===== config.mk =====
export PLATFORM = sky130hd
export DESIGN_NAME = sensor_bin_change_pulse_trigger_unit
export DESIGN_NICKNAME = d
export VERILOG_FILES = /design/src/hdl/sbcpt_pkg.sv /design/src/hdl/sbcpt_ctrl.sv /design/src/hdl/sbcpt_dp.sv /design/src/hdl/sensor_bin_change_pulse_trigger_unit.sv
export SDC_FILE = /design/constraint.sdc
export NUM_CORES = 2
export LEC_CHECK = 0
export BUFFER_PORTS_ARGS = -buffer_cell sky130_fd_sc_hd__buf_2
export CORE_UTILIZATION = 40
export CTS_CLUSTER_SIZE = 30
export DETAILED_ROUTE_END_ITERATION = 12
export HOLD_SLACK_MARGIN = 0.03
export RECOVER_POWER = 100
export SKIP_CTS_REPAIR_TIMING = 1
export SLEW_MARGIN = 25
export SYNTH_ARGS = -nofsm -noshare
export SYNTH_HDL_FRONTEND = slang
export SYNTH_SLANG_ARGS = --single-unit

===== constraint.sdc =====
create_clock -name clk -period 10.9 [get_ports clk]
set_input_delay 1.09 -clock clk [delete_from_list [all_inputs] [get_ports clk]]
set_output_delay 1.09 -clock clk [all_outputs]
set_load 0.01 [all_outputs]

===== src/hdl/sbcpt_pkg.sv =====
// Shared constants, register indexes and controller command type for the bin change pulse trigger.
`default_nettype none

package sbcpt_pkg;

	// Field widths.
	localparam int SAMPLE_BITS = 12;
	localparam int BIN_BITS    = 8;
	localparam int FRAC_BITS   = 16;
	localparam int FILT_W      = SAMPLE_BITS + FRAC_BITS;
	localparam int WGT_W       = FRAC_BITS + 1;
	localparam int PA_W        = WGT_W + FILT_W;
	localparam int PB_W        = WGT_W + SAMPLE_BITS;
	localparam int ACC_W       = PA_W + 1;
	localparam int NUM_W       = SAMPLE_BITS + BIN_BITS;
	localparam int STEP_W      = $clog2(NUM_W);
	localparam int EL_W        = 20;
	localparam int CFG_W       = 20;
	localparam int CFG_IDX_W   = 3;

	// Unity weight in Q1.16 and the saturation limit of the elapsed counter.
	localparam logic [WGT_W-1:0] ONE_Q  = WGT_W'(1) << FRAC_BITS;
	localparam logic [EL_W-1:0]  EL_MAX = '1;

	// Operation codes of an input beat.
	localparam logic OP_SAMPLE = 1'b0;
	localparam logic OP_TICK   = 1'b1;

	// Configuration register indexes.
	localparam logic [CFG_IDX_W-1:0] CFG_FILTER_WEIGHT   = 3'd0;
	localparam logic [CFG_IDX_W-1:0] CFG_RANGE_MIN       = 3'd1;
	localparam logic [CFG_IDX_W-1:0] CFG_RANGE_MAX       = 3'd2;
	localparam logic [CFG_IDX_W-1:0] CFG_BIN_COUNT       = 3'd3;
	localparam logic [CFG_IDX_W-1:0] CFG_PULSE_LENGTH_US = 3'd4;

	// Reset values of the configuration registers.
	localparam logic [WGT_W-1:0]       WGT_RST = WGT_W'(6554);
	localparam logic [SAMPLE_BITS-1:0] MIN_RST = '0;
	localparam logic [SAMPLE_BITS-1:0] MAX_RST = '1;
	localparam logic [BIN_BITS-1:0]    TOP_RST = BIN_BITS'(10);
	localparam logic [EL_W-1:0]        LEN_RST = EL_W'(10000);

	// Commands from the controller to the datapath.
	typedef struct packed {
		logic load;
		logic mul;
		logic sum;
		logic map;
		logic div_step;
		logic commit;
		logic tick;
	} cmd_t;

endpackage

`default_nettype wire


===== src/hdl/sbcpt_ctrl.sv =====
// Sequencing controller: accepts a beat, steps the datapath and holds the output valid.
`default_nettype none

module sbcpt_ctrl (
	input  wire logic          clk,
	input  wire logic          arst_n,
	input  wire logic          in_valid,
	output logic               in_stall,
	input  wire logic          op,
	output logic               out_valid,
	input  wire logic          out_stall,
	output sbcpt_pkg::cmd_t    cmd
);

	typedef enum logic [2:0] {
		ST_IDLE,
		ST_MUL,
		ST_SUM,
		ST_MAP,
		ST_DIV,
		ST_FIN
	} state_t;

	state_t                         state_q;
	logic [sbcpt_pkg::STEP_W-1:0]   cnt_q;
	logic                           op_q;
	logic                           out_valid_q;
	logic                           commit_ok;

	// The result register can be loaded when it is empty or being taken.
	assign commit_ok = !out_valid_q || !out_stall;

	// State, step counter and output valid.
	always_ff @(posedge clk or negedge arst_n) begin
		if (!arst_n) begin
			state_q     <= ST_IDLE;
			cnt_q       <= '0;
			op_q        <= sbcpt_pkg::OP_SAMPLE;
			out_valid_q <= 1'b0;
		end else begin
			// The result register fills on commit and empties when its beat is taken.
			if (cmd.commit) begin
				out_valid_q <= 1'b1;
			end else if (!out_stall) begin
				out_valid_q <= 1'b0;
			end
			unique case (state_q)
				ST_IDLE: begin
					if (in_valid) begin
						op_q    <= op;
						state_q <= (op == sbcpt_pkg::OP_TICK) ? ST_FIN : ST_MUL;
					end
				end
				ST_MUL: state_q <= ST_SUM;
				ST_SUM: state_q <= ST_MAP;
				ST_MAP: begin
					cnt_q   <= '0;
					state_q <= ST_DIV;
				end
				ST_DIV: begin
					if (cnt_q == sbcpt_pkg::STEP_W'(sbcpt_pkg::NUM_W - 1)) begin
						state_q <= ST_FIN;
					end else begin
						cnt_q <= cnt_q + 1'b1;
					end
				end
				ST_FIN: begin
					if (commit_ok) begin
						state_q <= ST_IDLE;
					end
				end
				default: state_q <= ST_IDLE;
			endcase
		end
	end

	// Command decode.
	always_comb begin
		cmd          = '0;
		cmd.load     = (state_q == ST_IDLE) && in_valid;
		cmd.mul      = (state_q == ST_MUL);
		cmd.sum      = (state_q == ST_SUM);
		cmd.map      = (state_q == ST_MAP);
		cmd.div_step = (state_q == ST_DIV);
		cmd.commit   = (state_q == ST_FIN) && commit_ok;
		cmd.tick     = (op_q == sbcpt_pkg::OP_TICK);
	end

	assign in_stall  = (state_q != ST_IDLE);
	assign out_valid = out_valid_q;

endmodule

`default_nettype wire


===== src/hdl/sbcpt_dp.sv =====
// Datapath: configuration registers, filter, linear map with serial divider, and pulse timer.
`default_nettype none

module sbcpt_dp (
	input  wire logic                                  clk,
	input  wire logic                                  arst_n,
	input  wire sbcpt_pkg::cmd_t                       cmd,
	input  wire logic [sbcpt_pkg::SAMPLE_BITS-1:0]     sample,
	input  wire logic                                  cfg_we,
	input  wire logic [sbcpt_pkg::CFG_IDX_W-1:0]       cfg_index,
	input  wire logic [sbcpt_pkg::CFG_W-1:0]           cfg_data,
	output logic [sbcpt_pkg::BIN_BITS-1:0]             bin,
	output logic                                       vibrating,
	output logic                                       pulse_started,
	output logic                                       pulse_stopped
);

	localparam int SB = sbcpt_pkg::SAMPLE_BITS;
	localparam int BB = sbcpt_pkg::BIN_BITS;
	localparam int NW = sbcpt_pkg::NUM_W;
	localparam int EW = sbcpt_pkg::EL_W;

	// Configuration registers.
	logic [sbcpt_pkg::WGT_W-1:0] wgt_q;
	logic [SB-1:0]               lo_q;
	logic [SB-1:0]               hi_q;
	logic [BB-1:0]               top_q;
	logic [EW-1:0]               len_q;

	// Block state.
	logic [sbcpt_pkg::FILT_W-1:0] filt_q;
	logic [BB-1:0]                last_bin_q;
	logic                         active_q;
	logic [EW-1:0]                elapsed_q;

	// Working registers.
	logic [SB-1:0]                x_q;
	logic [sbcpt_pkg::PA_W-1:0]   pa_q;
	logic [sbcpt_pkg::PB_W-1:0]   pb_q;
	logic [SB-1:0]                rem_q;
	logic [NW-1:0]                dnd_q;
	logic [SB-1:0]                den_q;
	logic                         force_zero_q;

	// Result registers.
	logic [BB-1:0]                bin_q;
	logic                         vib_q;
	logic                         started_q;
	logic                         stopped_q;

	// Filter terms.
	logic [sbcpt_pkg::WGT_W-1:0]  w_eff;
	logic [sbcpt_pkg::WGT_W-1:0]  w_rest;
	logic [sbcpt_pkg::ACC_W-1:0]  acc;

	// Map terms.
	logic [SB-1:0]                v;
	logic [SB:0]                  diff;
	logic [SB:0]                  span;
	logic [SB-1:0]                diff_mag;
	logic [SB-1:0]                span_mag;
	logic [NW-1:0]                num;

	// Divider step terms.
	logic [SB:0]                  trial;
	logic                         qbit;
	logic [SB:0]                  trial_sub;

	// Commit terms.
	logic [BB-1:0]                nb;
	logic                         changed;
	logic [BB-1:0]                bin_n;
	logic [EW-1:0]                el_n;
	logic                         act_a;
	logic                         stop_n;

	// A weight above one counts as one.
	assign w_eff  = wgt_q[sbcpt_pkg::FRAC_BITS] ? sbcpt_pkg::ONE_Q : wgt_q;
	assign w_rest = sbcpt_pkg::ONE_Q - w_eff;
	assign acc    = sbcpt_pkg::ACC_W'(pa_q)
	              + sbcpt_pkg::ACC_W'({pb_q, {sbcpt_pkg::FRAC_BITS{1'b0}}});

	// Offset and span of the map, as sign and magnitude.
	assign v        = filt_q[sbcpt_pkg::FILT_W-1 -: SB];
	assign diff     = {1'b0, v} - {1'b0, lo_q};
	assign span     = {1'b0, hi_q} - {1'b0, lo_q};
	assign diff_mag = diff[SB] ? SB'(-diff) : diff[SB-1:0];
	assign span_mag = span[SB] ? SB'(-span) : span[SB-1:0];
	assign num      = NW'(diff_mag) * NW'(top_q);

	// One restoring division step per cycle.
	assign trial     = {rem_q, dnd_q[NW-1]};
	assign qbit      = (trial >= {1'b0, den_q});
	assign trial_sub = trial - {1'b0, den_q};

	// Saturated bin and pulse update for the item being finished.
	always_comb begin
		if (force_zero_q) begin
			nb = '0;
		end else if (dnd_q > NW'(top_q)) begin
			nb = top_q;
		end else begin
			nb = dnd_q[BB-1:0];
		end
		changed = !cmd.tick && (nb != last_bin_q);
		bin_n   = changed ? nb : last_bin_q;
		if (changed) begin
			el_n = '0;
		end else if (cmd.tick && active_q && (elapsed_q != sbcpt_pkg::EL_MAX)) begin
			el_n = elapsed_q + 1'b1;
		end else begin
			el_n = elapsed_q;
		end
		act_a  = changed || active_q;
		stop_n = act_a && (el_n >= len_q);
	end

	// Configuration writes.
	always_ff @(posedge clk or negedge arst_n) begin
		if (!arst_n) begin
			wgt_q <= sbcpt_pkg::WGT_RST;
			lo_q  <= sbcpt_pkg::MIN_RST;
			hi_q  <= sbcpt_pkg::MAX_RST;
			top_q <= sbcpt_pkg::TOP_RST;
			len_q <= sbcpt_pkg::LEN_RST;
		end else if (cfg_we) begin
			unique case (cfg_index)
				sbcpt_pkg::CFG_FILTER_WEIGHT:   wgt_q <= cfg_data[sbcpt_pkg::WGT_W-1:0];
				sbcpt_pkg::CFG_RANGE_MIN:       lo_q  <= cfg_data[SB-1:0];
				sbcpt_pkg::CFG_RANGE_MAX:       hi_q  <= cfg_data[SB-1:0];
				sbcpt_pkg::CFG_BIN_COUNT:       top_q <= cfg_data[BB-1:0];
				sbcpt_pkg::CFG_PULSE_LENGTH_US: len_q <= cfg_data[EW-1:0];
				default: ;
			endcase
		end
	end

	// Filter value, last bin and pulse timer.
	always_ff @(posedge clk or negedge arst_n) begin
		if (!arst_n) begin
			filt_q     <= '0;
			last_bin_q <= '0;
			active_q   <= 1'b0;
			elapsed_q  <= '0;
		end else begin
			if (cmd.sum) begin
				filt_q <= acc[sbcpt_pkg::FRAC_BITS +: sbcpt_pkg::FILT_W];
			end
			if (cmd.commit) begin
				last_bin_q <= bin_n;
				elapsed_q  <= el_n;
				active_q   <= act_a && !stop_n;
			end
		end
	end

	// Sample capture, products, divider and result beat.
	always_ff @(posedge clk) begin
		if (cmd.load) begin
			x_q <= sample;
		end
		if (cmd.mul) begin
			pa_q <= sbcpt_pkg::PA_W'(w_rest) * sbcpt_pkg::PA_W'(filt_q);
			pb_q <= sbcpt_pkg::PB_W'(w_eff) * sbcpt_pkg::PB_W'(x_q);
		end
		if (cmd.map) begin
			rem_q        <= '0;
			dnd_q        <= num;
			den_q        <= span_mag;
			force_zero_q <= (hi_q == lo_q) || (diff[SB] != span[SB]);
		end else if (cmd.div_step) begin
			rem_q <= qbit ? trial_sub[SB-1:0] : trial[SB-1:0];
			dnd_q <= {dnd_q[NW-2:0], qbit};
		end
		if (cmd.commit) begin
			bin_q     <= bin_n;
			vib_q     <= act_a && !stop_n;
			started_q <= changed;
			stopped_q <= stop_n;
		end
	end

	assign bin           = bin_q;
	assign vibrating     = vib_q;
	assign pulse_started = started_q;
	assign pulse_stopped = stopped_q;

endmodule

`default_nettype wire


===== src/hdl/sensor_bin_change_pulse_trigger_unit.sv =====
// Top level of the sensor bin change pulse trigger.
//
// Each input beat is a 12-bit ADC sample (op 0) or a one-microsecond tick (op 1), and each
// gives exactly one result beat with the current bin, the vibrating flag and the pulse start
// and stop events. A sample is filtered by an exponential filter in 12.16 fixed point, mapped
// linearly from [range_min, range_max] onto [0, bin_count] and saturated. A sample passes, in
// order, through the filter multiply, the filter sum, the map setup, the one-bit-per-cycle
// restoring divider that scales the map, and the pulse timer update. A tick goes straight to
// the pulse timer update and skips the filter, map and divider. The input is taken only
// while no item is in progress, and a finished result waits in its own output register, so
// the next beat is accepted while that result is still stalled. Configuration registers are
// written through cfg_we, cfg_index and cfg_data and should only be changed while idle.
`default_nettype none

module sensor_bin_change_pulse_trigger_unit (
	input  wire logic                               clk,
	input  wire logic                               arst_n,
	input  wire logic                               in_valid,
	output logic                                    in_stall,
	input  wire logic                               op,
	input  wire logic [sbcpt_pkg::SAMPLE_BITS-1:0]  sample,
	output logic                                    out_valid,
	input  wire logic                               out_stall,
	output logic [sbcpt_pkg::BIN_BITS-1:0]          bin,
	output logic                                    vibrating,
	output logic                                    pulse_started,
	output logic                                    pulse_stopped,
	input  wire logic                               cfg_we,
	input  wire logic [sbcpt_pkg::CFG_IDX_W-1:0]    cfg_index,
	input  wire logic [sbcpt_pkg::CFG_W-1:0]        cfg_data
);

	sbcpt_pkg::cmd_t cmd;

	// Controller.
	sbcpt_ctrl u_ctrl (
		.clk       (clk),
		.arst_n    (arst_n),
		.in_valid  (in_valid),
		.in_stall  (in_stall),
		.op        (op),
		.out_valid (out_valid),
		.out_stall (out_stall),
		.cmd       (cmd)
	);

	// Datapath.
	sbcpt_dp u_dp (
		.clk           (clk),
		.arst_n        (arst_n),
		.cmd           (cmd),
		.sample        (sample),
		.cfg_we        (cfg_we),
		.cfg_index     (cfg_index),
		.cfg_data      (cfg_data),
		.bin           (bin),
		.vibrating     (vibrating),
		.pulse_started (pulse_started),
		.pulse_stopped (pulse_stopped)
	);

endmodule

`default_nettype wire


[Yosys cells after proc, flatten, opt, wreduce, memory -nomap -nowiden]
Cells that the tools add are included.
Cells by class
  add/sub/neg operators: 9
  multipliers: 3
  order comparisons: 3
  equal/unequal tests: 19
  mux-type cells: 20
  reduce and logical (&&, ||, !) cells: 26
Operators with widths (count)
  20-bit two-way mux: 4
  44-bit adder: 1
  17-bit by 28-bit multiplier with 44-bit output: 1
  12-bit two-way mux: 3
  17-bit by 12-bit multiplier with 28-bit output: 1
  12-bit by 12-bit subtractor with 13-bit output: 2
  8-bit two-way mux: 3
  12-bit negator: 2
  20-bit by 1-bit adder with 20-bit output (second input constant): 1
  20-bit greater-or-equal comparator: 1
  20-bit by 8-bit > comparator with 1-bit output: 1
  12-bit by 8-bit multiplier with 20-bit output: 1
  20-bit != test (second input constant): 1
  3-bit case mux with 6 select lines: 1
  17-bit two-way mux: 1
  17-bit subtractor (first input constant): 1
  2-bit AND reduction: 7
  13-bit by 12-bit greater-or-equal comparator with 1-bit output: 1
  12-bit equality test: 1
  3-bit by 2-bit equality test with 1-bit output (second input constant): 4
  3-bit two-way mux: 4
  12-bit subtractor: 1
  5-bit case mux with 2 select lines: 1
  3-bit equality test (second input constant): 3
  16 further kinds: 33
Storage, ports and cells
  bits in registers: 276
  input port bits: 41

[Depth between registers and ports, before layout]
  depth after elaboration: 10
  depth in mapped cells: 36

[Cells and area by module]
From an unflattened synthesis, not the netlist that was laid out.
Second synthesis, totals
  cells, all modules: 4225
  area total of the unflattened synthesis: 38603.3 um2
By module, submodules not included
  sbcpt_dp: instances 1, cells each 4172, area an instance 38067.8 um2, sequential area each 6789.0 um2
  sbcpt_ctrl: instances 1, cells each 53, area an instance 535.5 um2, sequential area each 250.2 um2

[Worst setup path after synthesis]
OpenSTA, ideal clock, no wires.
  path type: register to register
  from: register u_dp.wgt_q[1] (netlist bit)
  to: register u_dp.pa_q[40] (netlist bit), data pin
  data arrival time: 7.665 ns
  data required time: 10.641 ns
  path slack: 2.976 ns
  cell stages (with the launch flop): 30
  path buffers: 2
  path through: dfstp_2 nor2b_1 clkbuf_1 inv_1 ha_1 o21ai_0 nor3_1 xnor2_1 clkbuf_1 nand2_1 fa_1 inv_1 fa_1 fa_1 fa_1 fa_1 inv_1 fa_1 inv_1 ha_1 a21o_1 o21a_1 o31ai_1 nand3_1 a41oi_1 o21ai_0 a31oi_1 o21ai_0 a21oi_1 xnor2_1
Between the ends
  longest elaborated chain between the ends: 3
Ends and longest elaborated chain
  start: declaration: line sbcpt_dp.sv:24  | logic [sbcpt_pkg::WGT_W-1:0] wgt_q;
  start signal: assignment: line sbcpt_dp.sv:121  | wgt_q <= sbcpt_pkg::WGT_RST;
  start signal: assignment: line sbcpt_dp.sv:128  | sbcpt_pkg::CFG_FILTER_WEIGHT: wgt_q <= cfg_data[sbcpt_pkg::WGT_W-1:0];
  17-bit two-way mux: line sbcpt_dp.sv:78  | assign w_eff = wgt_q[sbcpt_pkg::FRAC_BITS] ? sbcpt_pkg::ONE_Q : wgt_q;
  17-bit subtractor: line sbcpt_dp.sv:79  | assign w_rest = sbcpt_pkg::ONE_Q - w_eff;
  17-bit by 28-bit multiplier with 44-bit output: line sbcpt_dp.sv:163  | pa_q <= sbcpt_pkg::PA_W'(w_rest) * sbcpt_pkg::PA_W'(filt_q);
  end signal: assignment: line sbcpt_dp.sv:163
  end: declaration: line sbcpt_dp.sv:38  | logic [sbcpt_pkg::PA_W-1:0] pa_q;
Every way passes these cells.
A chain may end at the register's enable or synchronous reset.

[Worst setup path in the final report]
  from: register u_dp.wgt_q[16] (netlist bit)
  to: register u_dp.pa_q[40] (netlist bit), data pin
Same word-level chain as after synthesis.

==> results_dict.tcl <==
set metrics [dict create \
    row_count 113 \
    seq_area_um2 7040 \
    violations "max-capacitance violations, max-slew violations" \
    ys_types 88 \
    n_fill_cell 9305 \
    synth-edff-count 112 \
    portBuffers 53 \
    cp_slowest_cell "xor2_2" \
    antenna_found_initial 0 \
    hold_violations 0 \
    tightest_slew_ns 5.00 \
    crit_buf_inv 4 \
    period_share 0.903 \
    cap_viol_max_count 7 \
    grt-ovfl-total 0 \
    setup_viol 0 \
    clock-sinks 260 \
    drt_drc_violations_left 0 \
    path_depth 29 \
    crit_type "flip-flop to flip-flop" \
    synth.net_count 5159 \
    status "finished, violations left" \
    rsz0062_at_grt "no" \
    fin_skew_ns 0.0268 \
    max_slew_margin -2.34 \
    clkTransAtPathRegs_ns 0.06 \
    clockBufferDepth 3 \
    yosysWarnings 0 \
    final_common_cell "inv_1" \
    reg2reg_from "u_dp.wgt_q[16]" \
    firstDrtPassIters 5 \
    worst_setup_path_end_kind "flip-flop" \
    crit_fanout 27 \
    critical-path-top-cell-by-count "fa_1" \
    multi_input_area_um2 27400 \
    synthArstFlopShare 0.523 \
    whs_path_depth 2 \
    via_per_inst 5.02 \
    critPathLaunchType "flip-flop" \
    max_stage_delay_ns 0.65 \
    drtIter0Drc 1561 \
    grt_pass1_wl_mm 157 \
    fin_cells 5472 \
    cts_buffers 36 \
    ios 54 \
    dieArea_um2 96800 \
    ys_top_cells_by_area "fa_1, ha_1, edfxtp_1" \
    hold_start "u_dp.rem_q[11]" \
    synthesis.area_um2 38200 \
    cts_max_level 2 \
    cp_top_family "adder cells" \
    drive_above_1_share 0.0637 \
    layout_common_cells "inv_1, nand2_1, fa_1" \
    yosysTopAreaCellShare 0.314 \
    synthCells 4206 \
    fin_setup_tns_ns 0 \
    chipHeight_um 311 \
    grt_pass1_vias 29135 \
    antenna_left 0 \
    die_width_um 311 \
    ys_seq_elements 260 \
    core_area_um2 94900 \
    hp-class "flip-flop to flip-flop" \
    syn_to_final_growth_pct 7.43 \
    start_util 0.403 \
    cts-root-buf "clkbuf_16" \
    finalNetCount 5131 \
    final_max_slew_viol_count 340 \
    dp_hpwl_mm 72.9 \
    grt_use_total 0.203 \
    r2r_cells 29 \
    cp.arrival_ns 10.14 \
    min_period_ns 9.85 \
    routedWlPerCell_um 17.4 \
    grt_start_max_net_pins 94 \
    yosysSeqAreaShare 0.184 \
    clk_latency_ns 0.57 \
    synthFlopType "edfxtp_1" \
    synth_area_leader_cell "fa_1" \
    dp.cells 5405 \
    clock.fmax_mhz 102 \
    vias 27478 \
    cts_tree "done" \
    crit_start "u_dp.wgt_q[16]" \
    syn_area_per_cell_um2 9.09 \
    routed_wl_mm 95.0 \
    worstPathRequired_ns 11.20 \
    gp_congestion 0.889 \
]
## per-layer routing
layer / up-vias / part of all wire / track usage
met5: - / 0 / 0
met4: 0 / 0.020 / 0.0504
met3: 101 / 0.049 / 0.0229
met2: 626 / 0.48 / 0.338
met1: 13796 / 0.46 / 0.283
li1: 12955 / - / -
## worst register-to-register path: cells and delay by family, from the launching register on
kind | cells | cell delay (ns)
fa+ha+maj | 7 | 3.16
xor+xnor | 2 | 0.74
simple gates | 8 | 1.86
flops | 1 | 0.48
buf+inv | 4 | 0.81
compound gates | 8 | 2.52
## final timing paths
check,end,slack (ns)
min,u_dp.rem_q[11],0.46
max in group asynchronous,u_dp.filt_q[18],4.32
min in group asynchronous,u_dp.elapsed_q[4],2.30
max reg2reg,u_dp.pa_q[40],1.05
min reg2reg,u_dp.rem_q[11],0.46
max,u_dp.pa_q[40],1.05
## state kept, by name (all words and copies together) (netlist names), 17 cells and up
signal and cells:
u_dp.wgt_q 17, u_dp.len_q 20, u_dp.elapsed_q 20, u_dp.filt_q 28, u_dp.dnd_q 20, u_dp.pb_q 28, u_dp.pa_q 28
## synthesized netlist by cell type, drive strengths merged (5+ instances only)
cell / n
a211oi: 12
a21boi: 5
a21o: 55
a21oi: 93
a22o: 20
a31oi: 16
and2: 231
and3: 21
and4: 9
buf: 23
clkbuf: 154
dfrtp: 110
dfstp: 26
dfxtp: 12
edfxtp: 112
fa: 599
ha: 313
inv: 844
mux2: 54
mux2i: 19
nand2: 697
nand2b: 21
nand3: 37
nand3b: 5
nand4: 21
nor2: 144
nor2b: 45
nor3: 26
nor3b: 5
nor4: 17
o211ai: 6
o21a: 19
o21ai: 170
o21bai: 9
o31ai: 17
or2: 9
or3: 10
xnor2: 105
xor2: 66
## through the flow
stage          hold WS (ns)  instance area (µm²)  setup WS (ns)   util
6_report              0.464                41100           1.05  0.433
5_1_grt               0.486                41100          0.449  0.433
4_1_cts               0.464                41200           1.29  0.434
3_5_place_dp          0.451                40000           1.34  0.421
3_3_place_gp          0.441                40000           1.43  0.421
2_1_floorplan         0.426                38200           2.98      -
## area by class of cell
type / count / area share
Inverter: 844 / 0.0772
Antenna cell: 1 / 0.0000609
Clock buffer: 44 / 0.0239
Clock inverter: 22 / 0.00628
Sequential cell: 260 / 0.171
Timing Repair Buffer: 111 / 0.0158
Tap cell: 1265 / 0.0385
Multi-Input combinational cell: 2925 / 0.667
## kinds of logic after synthesis
family,Yosys count,synth area share
AO/OA/AOI/OAI,463,0.0768
multiplexers,73,0.0209
XOR/XNOR,171,0.0404
flip-flops,260,0.184
adder cells (fa/ha/maj),912,0.416
buffers and inverters,1021,0.101
AND/OR/NAND/NOR,1306,0.160
Power is not shown: default switching activity piles up to over one toggle a cycle in this logic, so the estimate is an artifact.
